<file path="config.mk">
export PLATFORM = sky130hd
export DESIGN_NAME = adv_whitelist_filter
export DESIGN_NICKNAME = d
export VERILOG_FILES = /design/src/sv/awf_pkg.sv /design/src/sv/awf_parser.sv /design/src/sv/awf_table.sv /design/src/sv/adv_whitelist_filter.sv
export SDC_FILE = /design/constraint.sdc
export NUM_CORES = 2
export LEC_CHECK = 0
export BUFFER_PORTS_ARGS = -buffer_cell sky130_fd_sc_hd__clkbuf_2
export CORE_MARGIN = 2
export CORE_UTILIZATION = 31
export CTS_CLUSTER_SIZE = 14
export DETAILED_ROUTE_END_ITERATION = 8
export GPL_ROUTABILITY_DRIVEN = 0
export PLACE_DENSITY_LB_ADDON = 0.05
export SYNTH_ARGS = -nofsm -noshare
export SYNTH_HDL_FRONTEND = slang
export SYNTH_HIERARCHICAL = 1
export SYNTH_SLANG_ARGS = --single-unit
</file>
<file path="constraint.sdc">
create_clock -name clk -period 12.73 [get_ports clk]
set_clock_uncertainty 0.1 [all_clocks]
set_input_delay 0.6365 -clock clk [delete_from_list [all_inputs] [get_ports clk]]
set_output_delay 0.6365 -clock clk [all_outputs]
set_load 0.02 [all_outputs]
</file>
<file path="src/sv/awf_pkg.sv">
// ----------------------------------------------------------------------------
// awf_pkg
// shared types and codes of the advertising whitelist filter
// ----------------------------------------------------------------------------
package awf_pkg;

  localparam logic [2:0] MODE_PAIR   = 3'd0;
  localparam logic [2:0] MODE_UNPAIR = 3'd1;
  localparam logic [2:0] MODE_QUERY  = 3'd2;
  localparam logic [2:0] MODE_CLEAR  = 3'd3;
  localparam logic [2:0] MODE_ADV    = 3'd4;

  localparam logic [2:0] KIND_PAIR   = 3'd0;
  localparam logic [2:0] KIND_UNPAIR = 3'd1;
  localparam logic [2:0] KIND_QUERY  = 3'd2;
  localparam logic [2:0] KIND_CLEAR  = 3'd3;
  localparam logic [2:0] KIND_STATUS = 3'd4;

  localparam logic [7:0] MFR_TYPE    = 8'hFF;
  localparam logic [7:0] NEW_VALUE   = 8'hFF;
  localparam logic [7:0] ALARM_VALUE = 8'hEE;
  localparam logic [7:0] EVT_NONCONN = 8'h03;
  localparam logic [7:0] DEV_ALARM   = 8'h03;
  localparam logic [7:0] DEV_ONE     = 8'h01;
  localparam logic [7:0] DEV_TWO     = 8'h02;

  typedef struct packed {
    logic       done;
    logic       found;
    logic [7:0] value;
  } parse_res_t;

endpackage

</file>
<file path="src/sv/awf_parser.sv">
// ----------------------------------------------------------------------------
// awf_parser
// walks advertising bytes as length-type structures, one byte per transfer
// ----------------------------------------------------------------------------
module awf_parser (
  input  logic                clk,
  input  logic                rst,
  input  logic                step,
  input  logic [7:0]          report_length,
  input  logic [7:0]          adv_byte,
  output awf_pkg::parse_res_t res
);

  logic [7:0] byte_position;
  logic [7:0] next_structure_at;
  logic [7:0] structure_length;
  logic [7:0] structure_kind;
  logic       parse_stopped;
  logic       value_found;
  logic [7:0] found_value;

  logic [8:0] p1;
  logic [8:0] nsa_len;
  logic       ends;

  assign p1      = {1'b0, byte_position} + 9'd1;
  assign nsa_len = {1'b0, next_structure_at} + {1'b0, adv_byte};
  assign ends    = p1 >= {1'b0, report_length};

  always_comb begin
    res.done  = ends;
    res.found = value_found;
    res.value = found_value;
    if (!parse_stopped && !value_found && byte_position < report_length &&
        byte_position != next_structure_at &&
        {1'b0, byte_position} == {1'b0, next_structure_at} + 9'd4 &&
        structure_kind == awf_pkg::MFR_TYPE && structure_length >= 8'd4) begin
      res.found = 1'b1;
      res.value = adv_byte;
    end
  end

  always_ff @(posedge clk) begin
    if (rst) begin
      byte_position     <= '0;
      next_structure_at <= '0;
      structure_length  <= '0;
      structure_kind    <= '0;
      parse_stopped     <= 1'b0;
      value_found       <= 1'b0;
      found_value       <= '0;
    end else if (step) begin
      if (ends) begin
        byte_position     <= '0;
        next_structure_at <= '0;
        structure_length  <= '0;
        structure_kind    <= '0;
        parse_stopped     <= 1'b0;
        value_found       <= 1'b0;
        found_value       <= '0;
      end else begin
        byte_position <= p1[7:0];
        if (!parse_stopped && !value_found && byte_position < report_length) begin
          if (byte_position == next_structure_at) begin
            if (adv_byte == 8'd0 || nsa_len >= {1'b0, report_length}) begin
              parse_stopped <= 1'b1;
            end else begin
              structure_length <= adv_byte;
            end
          end else if (res.found) begin
            value_found <= 1'b1;
            found_value <= adv_byte;
          end else begin
            if ({1'b0, byte_position} == {1'b0, next_structure_at} + 9'd1) begin
              structure_kind <= adv_byte;
            end
            if ({1'b0, byte_position} ==
                {1'b0, next_structure_at} + {1'b0, structure_length}) begin
              next_structure_at <= byte_position + 8'd1;
            end
          end
        end
      end
    end
  end

endmodule

</file>
<file path="src/sv/awf_table.sv">
// ----------------------------------------------------------------------------
// awf_table
// address table in synchronous memory with a scanning sequencer
// ----------------------------------------------------------------------------
module awf_table #(
  parameter int MAX_ENTRIES = 16
) (
  input  logic        clk,
  input  logic        rst,
  input  logic        start,
  input  logic [2:0]  op_mode,
  input  logic [47:0] op_mac,
  input  logic [7:0]  op_type,
  input  logic        op_report,
  input  logic [7:0]  op_value,
  output logic        busy,
  output logic        strobe,
  output logic [2:0]  kind,
  output logic        ok,
  output logic [47:0] mac_res,
  output logic [7:0]  value,
  output logic [4:0]  count
);

  localparam int IW = (MAX_ENTRIES > 1) ? $clog2(MAX_ENTRIES) : 1;
  localparam int CW = $clog2(MAX_ENTRIES + 1);
  localparam int EW = 64;

  typedef enum logic [5:0] {
    S_IDLE  = 6'b000001,
    S_READ  = 6'b000010,
    S_CHECK = 6'b000100,
    S_MOVE  = 6'b001000,
    S_WRITE = 6'b010000,
    S_DONE  = 6'b100000
  } state_t;

  logic [EW-1:0] mem [MAX_ENTRIES];
  logic [EW-1:0] rdata;
  logic [IW-1:0] raddr;
  logic          we;
  logic [IW-1:0] waddr;
  logic [EW-1:0] wdata;

  state_t        state;
  logic [CW-1:0] entry_count;
  logic [CW-1:0] idx;
  logic [IW-1:0] hit;
  logic [2:0]    mode;
  logic [47:0]   mac;
  logic [7:0]    dtype;
  logic          report;
  logic [7:0]    v;
  logic          res_ok;

  logic match;
  logic last;
  logic pair_add;
  logic pair_we;
  logic status_alarm;
  logic status_send;

  always_ff @(posedge clk) begin
    if (we) begin
      mem[waddr] <= wdata;
    end
    rdata <= mem[raddr];
  end

  assign match    = rdata[63:16] == mac;
  assign last     = idx + CW'(1) >= entry_count;
  assign busy     = state != S_IDLE;
  assign pair_add = mode == awf_pkg::MODE_PAIR && !res_ok &&
                    entry_count < CW'(MAX_ENTRIES);
  assign pair_we  = state == S_DONE && !report && pair_add;

  assign status_alarm = rdata[15:8] == awf_pkg::DEV_ALARM && v != 8'd0;
  assign status_send  = res_ok && rdata[7:0] != v &&
                        (status_alarm || rdata[15:8] == awf_pkg::DEV_ONE ||
                         rdata[15:8] == awf_pkg::DEV_TWO);

  always_comb begin
    raddr = idx[IW-1:0];
    we    = 1'b0;
    waddr = hit;
    wdata = {rdata[63:8], v};
    case (state)
      S_MOVE: raddr = IW'(entry_count);
      S_WRITE: begin
        we = 1'b1;
        if (mode == awf_pkg::MODE_UNPAIR) begin
          wdata = rdata;
        end
      end
      S_DONE: begin
        if (pair_we) begin
          we    = 1'b1;
          waddr = IW'(entry_count);
          wdata = {mac, dtype, awf_pkg::NEW_VALUE};
        end
      end
      default: ;
    endcase
  end

  always_ff @(posedge clk) begin
    if (rst) begin
      strobe <= 1'b0;
    end else begin
      strobe <= (state == S_IDLE && start && op_mode == awf_pkg::MODE_CLEAR) ||
                (state == S_DONE && (!report || status_send));
    end
  end

  always_ff @(posedge clk) begin
    if (rst) begin
      state       <= S_IDLE;
      entry_count <= '0;
    end else begin
      case (state)
        S_IDLE: begin
          if (start) begin
            mode   <= op_mode;
            mac    <= op_mac;
            dtype  <= op_type;
            report <= op_report;
            v      <= op_value;
            idx    <= '0;
            if (op_mode == awf_pkg::MODE_CLEAR) begin
              entry_count <= '0;
              kind    <= awf_pkg::KIND_CLEAR;
              ok      <= 1'b1;
              mac_res <= '0;
              value   <= '0;
              count   <= '0;
            end else if (entry_count == '0) begin
              state <= S_DONE;
              res_ok <= 1'b0;
            end else begin
              state <= S_READ;
            end
          end
        end
        S_READ: state <= S_CHECK;
        S_CHECK: begin
          if (match) begin
            hit <= idx[IW-1:0];
            res_ok <= 1'b1;
            if (mode == awf_pkg::MODE_UNPAIR) begin
              entry_count <= entry_count - CW'(1);
              state <= S_MOVE;
            end else if (report) begin
              state <= S_WRITE;
            end else begin
              state <= S_DONE;
            end
          end else if (last) begin
            res_ok <= 1'b0;
            state <= S_DONE;
          end else begin
            idx <= idx + CW'(1);
            state <= S_READ;
          end
        end
        S_MOVE: state <= S_WRITE;
        S_WRITE: state <= S_DONE;
        S_DONE: begin
          state   <= S_IDLE;
          mac_res <= mac;
          if (report) begin
            kind  <= awf_pkg::KIND_STATUS;
            ok    <= 1'b1;
            count <= 5'(entry_count);
            value <= status_alarm ? awf_pkg::ALARM_VALUE : v;
          end else begin
            kind  <= mode;
            value <= '0;
            if (pair_add) begin
              entry_count <= entry_count + CW'(1);
              count <= 5'(entry_count + CW'(1));
              ok    <= 1'b1;
            end else begin
              count <= 5'(entry_count);
              ok    <= res_ok;
            end
          end
        end
        default: state <= S_IDLE;
      endcase
    end
  end

endmodule

</file>
<file path="src/sv/adv_whitelist_filter.sv">
// ----------------------------------------------------------------------------
// adv_whitelist_filter
// device address whitelist with advertising payload parser
// ----------------------------------------------------------------------------
// channel | signals                                          | direction
// command | start busy mode mac dev_class evt_code ...       | in
// result  | strobe kind ok mac_res value count               | out
//
// an advertising byte that does not start a table update completes without raising busy, clear too
// other table operations and report updates scan the table entry by entry,
// with an extra write step for a report update and a move and write for an unpair hit,
// each entry read through the synchronous read port of the table memory
// reset empties the table and the parse state; no clearing pass
// results are strobed for one cycle; the receiver cannot stall
// ----------------------------------------------------------------------------
module adv_whitelist_filter #(
  parameter int MAX_ENTRIES = 16
) (
  input  logic        clk,
  input  logic        rst,
  input  logic        start,
  output logic        busy,
  input  logic [2:0]  mode,
  input  logic [47:0] mac,
  input  logic [7:0]  dev_class,
  input  logic [7:0]  evt_code,
  input  logic [7:0]  report_length,
  input  logic [7:0]  adv_byte,
  output logic        strobe,
  output logic [2:0]  kind,
  output logic        ok,
  output logic [47:0] mac_res,
  output logic [7:0]  value,
  output logic [4:0]  count
);

  awf_pkg::parse_res_t pres;
  logic transfer;
  logic is_adv;
  logic tbl_start;
  logic is_tbl;

  assign transfer = start && !busy;
  assign is_adv   = mode == awf_pkg::MODE_ADV;
  assign is_tbl   = mode == awf_pkg::MODE_PAIR || mode == awf_pkg::MODE_UNPAIR ||
                    mode == awf_pkg::MODE_QUERY || mode == awf_pkg::MODE_CLEAR;
  assign tbl_start = transfer && (is_tbl || (is_adv && pres.done && pres.found &&
                     evt_code == awf_pkg::EVT_NONCONN));

  awf_parser u_parser (
    .clk           (clk),
    .rst           (rst),
    .step          (transfer && is_adv),
    .report_length (report_length),
    .adv_byte      (adv_byte),
    .res           (pres)
  );

  awf_table #(.MAX_ENTRIES(MAX_ENTRIES)) u_table (
    .clk       (clk),
    .rst       (rst),
    .start     (tbl_start),
    .op_mode   (mode),
    .op_mac    (mac),
    .op_type   (dev_class),
    .op_report (is_adv),
    .op_value  (pres.value),
    .busy      (busy),
    .strobe    (strobe),
    .kind      (kind),
    .ok        (ok),
    .mac_res   (mac_res),
    .value     (value),
    .count     (count)
  );

endmodule
</file>
Word level (Yosys, flattened, before mapping)
Memories as Yosys holds them, arrays and structs flattened. A register that Yosys moved wholly into a read port is not among the register bits.
Index checks and enable logic that the tools add are counted.
Widths: inputs -> output; s select.
Operators by class
  reductions and logical operators: 62
  multipliers: 0
  add/subtract/negate cells: 9
  divide/modulo/power cells: 0
  bitwise logic cells: 1
  equal/unequal tests: 36
  mux-type cells: 81
  shift operators: 0
  $lt $le $gt $ge: 6
Operators by type and width (number)
  $mux 8: 24
  $pmux 64 s2: 1
  $mux 48: 2
  $pmux 48 s2: 1
  $mux 64: 1
  $eq 48x48->1: 1
  $mux 5: 9
  $mux 6: 7
  $pmux 6 s5: 1
  $eq 8x9->1: 3
  $eq 8x2->1 const B: 3
  $logic_and 1x1->1: 22
  $mux 1: 20
  $pmux 5 s2: 2
  $reduce_and 5->1: 4
  $add 8x1->9 const B: 2
  $add 8x8->9: 2
  $ge 9x8->1: 2
  $ne 8x8->1: 2
  $pmux 8 s2: 1
  $reduce_and 4->1: 4
  $reduce_bool 2->1: 8
  $pmux 5 s3: 1
  $mux 4: 3
  other kinds (39): 69
Storage, ports and cells
  memory bits (read-only): 0
  bits in writable memories: 1024
  logic and storage cells: 219
  memories: 1
  output and inout bits: 67
  register bits: 197
  bits in latches: 0
  input port bits: 86
Memory list
  u_table.mem: depth 16, width 64, rd ports 1, clocked after Yosys merged registers in 1, write ports 1, RTL line awf_table.sv:38  | logic [EW-1:0] mem [MAX_ENTRIES];

Logic depth before layout (Yosys ltp)
  depth after elaboration: 15
  mapped depth: 20
  gate-level depth less buffers: 18

Hierarchy
The synthesis kept the hierarchy.
By module, submodules not included
  awf_table: area each 47102.7 µm², times used 1, cells an instance 2335, sequential area each 36565.1 µm²
  awf_parser: area each 3519.6 µm², times used 1, cells an instance 421, sequential area each 840.8 µm²
  adv_whitelist_filter: area each 78.8 µm², times used 1, cells an instance 8, sequential area each 0.0 µm²

Worst setup path before layout
No wires, ideal clock.
  path type: in2reg
  start: input report_length[2]
  end: register u_table.count[0], enable pin
  stages: 15
  data arrival time: 6.191 ns
  slack: 5.951 ns
  cell sequence: inv_1 -> ha_1 -> o21ai_0 -> a21oi_1 -> o31ai_1 -> or3b_4 -> or4b_4 -> buf_2 -> nand2_1 -> and4b_1 -> nand4_1 -> a21oi_1 -> nand3_1 -> o21a_1 -> nor2_1
RTL lines
  start, declared: RTL line adv_whitelist_filter.sv:27  | input logic [7:0] report_length,
  end signal, assigned: RTL line awf_table.sv:173  | count <= 5'(entry_count);
  end signal, assigned: RTL line awf_table.sv:180  | count <= 5'(entry_count + CW'(1));
  end signal, assigned: RTL line awf_table.sv:183  | count <= 5'(entry_count);
  end, declared: RTL line awf_table.sv:22  | output logic [4:0] count

==> flow_summary.yaml <==
outcome:
  outcome: "completed"
timing:
  fmax_mhz: 171.4
  finalCritPeriodShare_pct: 45.83
  rsz0062_at_grt: "false"
  relSlewSlack_pct: 20.00
  hold_viol: 0
  finalMaxSlewViolations: 0
  setup_violations: 0
  finalCriticalPeriod_ns: 5.834
  fin_tns_setup_ns: 0
  worst_pin_slew_ns: 1.187
cells_and_area:
  nets: 3193
  final_common_cell: "edfxtp_1"
  area_growth_pct: 17.84
  fin_util_pct: 36.75
  post_route_cells_drive_above_1_share_pct: 23.36
  final_cell_mix: "edfxtp_1, nand2_1, mux4_2"
power_and_ir_drop:
  seqPwrFrac_pct: 49.3
  p_sw_share_pct: 22.29
  vdd.ir_drop.worst_uv: 138.7
  power_w: 0.009664
  internal_power_w: 0.007510
  power_frac_clock_pct: 44.7
  p_leak_nw: 20.09
  p_sw_w: 0.002154
  p_per_area_nw_per_um2: 161.7
  p_comb_share_pct: 6.0
worst_setup_path:
  r2r-start: "u_parser/byte_position[0]"
  ff2ff_path_depth: 16
  endpoint: "u_table/mac_res[30]"
  r2r_end: "u_table/mac_res[30]"
  start_kind: "register"
  crit_type: "reg2reg"
  critPathArrivalTime_ns: 6.12
  crit_required_ns: 13.02
  crit_slowest_cell: "buf_4"
  crit_chain: "ha_1 > xnor2_1 > inv_1 > ha_1 > nand2_1 > o21ai_0 > a2111oi_0 > or2_2 > inv_1 > and2b_2 > nand4_1 > a21oi_1 > nand3_1 > o21a_1 > nor2_4 > buf_4"
  endpoint_kind: "register"
  worstPathMaxFanout: 47
  startpoint: "u_parser/byte_position[0]"
  r2r_setup_slack_ns: 6.90
  cp_slowest_stage_delay_ns: 0.79
die:
  io_pins: 153
  dieHeight_um: 408.4
  std_cell_rows: 148
  die_area_um2: 166800
  coreArea_um2: 162600
  die_x_um: 408.4
  start_util_pct: 31.18
cts:
  postCtsSetupBuffers: 0
  cts_made_buffers: 151
  cts-hold-fix-buffers: 59
  clockBufferDepth: 3
  htree_levels: 4
  cts-root-buf: "clkbuf_16"
  cts.sinks: 1285
  clk_pin_slew_worst_paths_ns: 0.06
  clk_latency_ns: 0.76
  cts_tree: "built"
  cts_resized: 0
yosys:
  yosysTopAreaCell: "edfxtp_1"
  synth-async-reset-ratio_pct: 0
  ys_seq_area_share_pct: 73.78
  synth_compound_area_share_pct: 3.995
  ys_types: 84
  yosysWarnings: 6
  synth_area_per_cell_um2: 18.34
  synthTopCellsByArea: "edfxtp_1, mux4_2, dfxtp_1"
  synth-adder-area-share_pct: 1.338
  synth-seq-cells: 1285
  synthSimpleGateAreaFrac_pct: 5.557
  synth_top_family_by_area: "multiplexers"
  synth.top_cell.area_share_pct: 69.12
  synth_mux_area_share_pct: 11.92
  synth_xor_area_share_pct: 1.690
  synthesis.nets: 2903
  synth_edf_count: 1167
  synth_cells: 2764
  synth_flop_cell: "edfxtp_1"
  netlist_area_um2: 50700
drt:
  vias: 26665
  ant_nets: 0
  drt-total-wl_um: 144000
  drt_pass1_iterations: 5
  drt_iter0_drc: 2218
  routedWlPerCell_um: 26.88
  viasPerCell: 4.978
  drc: 0
worst_hold_path:
  hp-class: "in2reg"
global_route:
  grt_start_max_net_pins: 143
  track_usage_pct: 17.25
  antenna_found_initial: 6
  grt_pass1_wl_um: 207100
  gr-total-overflow: 0
  grt_pass1_vias: 28436
place:
  dp_hpwl_um: 80350
  port_buffers: 152
run:
  max_cap_viol_count: 0
==> metal layers <==
layer | routed length [um] | share of wire, % | up-vias | GRT usage (%)
met5 | 0 | 0 | - | 0
met4 | 3161 | 2.2 | 0 | 4.733
met3 | 6192 | 4.3 | 190 | 2.920
met2 | 69180 | 48 | 643 | 28.10
met1 | 65480 | 45 | 14164 | 23.81
li1 | - | - | 11668 | -
==> flip-flops by register name (all words and copies together), names as in the netlist, 3 cells and up <==
register and flops:
u_parser/byte_position 8, u_parser/found_value 8, u_parser/next_structure_at 8, u_parser/structure_kind 8, u_parser/structure_length 8, u_table/count 5
u_table/dtype 8, u_table/entry_count 5, u_table/hit 4, u_table/idx 5, u_table/kind 3, u_table/mac 48
u_table/mac_res 48, u_table/mem 1024, u_table/mode 3, u_table/rdata 64, u_table/state 6, u_table/v 8
u_table/value 8
==> power groups by stage <==
stage	Combinational, W	Sequential (W)	Clock (W)
5_1_grt	0.000635	0.00477	0.00463
6_report	0.000578	0.00476	0.00432
3_3_place_gp	0.000571	0.00485	0
3_5_place_dp	0.000581	0.00485	0
4_1_cts	0.000597	0.00477	0.00446
2_1_floorplan	0.000346	0.00483	0
==> metrics by stage <==
| stage | hold WS, ns | area (um^2) | worst slack [ns] | cells |
|---|---|---|---|---|
| after detailed placement | 0.3779 | 54170 | 6.785 | 5017 |
| after CTS | 0.05752 | 59750 | 6.787 | 5356 |
| after floorplan | 0.3534 | 50700 | 5.951 | 2764 |
| after global placement | 0.3716 | 54170 | 6.834 | 5017 |
| final | 0.1380 | 59750 | 6.896 | 5357 |
| after global routing | 0.1084 | 59750 | 6.502 | 5356 |
==> kinds of logic (layout without fill, tap and decap cells) <==
group                      count (synthesis)  count (layout)
adders and majority gates                 53              53
buffers and inverters                    178             595
DFF                                     1285            1285
xor gates and xnor gates                  97              97
muxes                                    283             283
other                                      0               1
and+or+nand+nor                          588             588
AOI/OAI and AO/OA                        280             280
==> critical path, delay by kind of cell (launching register included) <==
family / cells / cell delay [ns]
flops: 1 / 0.58
buf+inv: 3 / 1.19
simple gates: 6 / 1.63
xor+xnor: 1 / 0.19
fa+ha+maj: 2 / 0.70
compound gates: 4 / 0.91
==> cell type report <==
cell class                      instances  area (um^2)
Multi-Input combinational cell       1301        12650
Clock buffer                          202         4134
Inverter                               45        168.9
Fill cell                           15215       102800
Timing Repair Buffer                  270         1819
Sequential cell                      1285        37410
Clock inverter                         78        850.8
Antenna cell                            1        2.502
Tap cell                             2175         2721
==> cells in the mapped netlist (4+ instances only) <==
cell type  instances
edfxtp_1        1167
nand2_1          275
mux4_2           256
a22oi_1          133
dfxtp_1          118
nor2_1            90
xor2_1            65
clkbuf_1          61
and3_1            52
ha_1              51
inv_1             44
nand3_1           41
buf_2             39
a21oi_1           33
xnor2_1           31
o21ai_0           25
nor4_1            24
nor3_1            20
buf_4             19
mux2i_1           19
o21a_1            14
nand4_1           13
and2_1            12
buf_6             11
a31oi_1            9
o211ai_1           9
mux2_2             8
nor2b_1            8
o2bb2ai_1          8
a211oi_1           7
a21o_1             6
nand2b_1           6
or2_2              6
or3_1              6
a32oi_1            5
nand3b_1           4
==> worst min path at each step <==
| stage | start | end | slack (ns) | cells after the start |
|---|---|---|---|---|
| after floorplan | u_parser/structure_kind[0] | u_parser/structure_kind[0] | 0.35 | 2 |
| after global placement | u_parser/structure_kind[0] | u_parser/structure_kind[0] | 0.37 | 2 |
| after detailed placement | u_parser/found_value[3] | u_parser/found_value[3] | 0.38 | 2 |
| after CTS | adv_byte[1] | u_parser/structure_kind[1] | 0.06 | 3 |
| after global routing | adv_byte[1] | u_parser/structure_kind[1] | 0.11 | 3 |
| final | adv_byte[1] | u_parser/structure_kind[1] | 0.14 | 3 |
(Power assumes the default switching activity.)
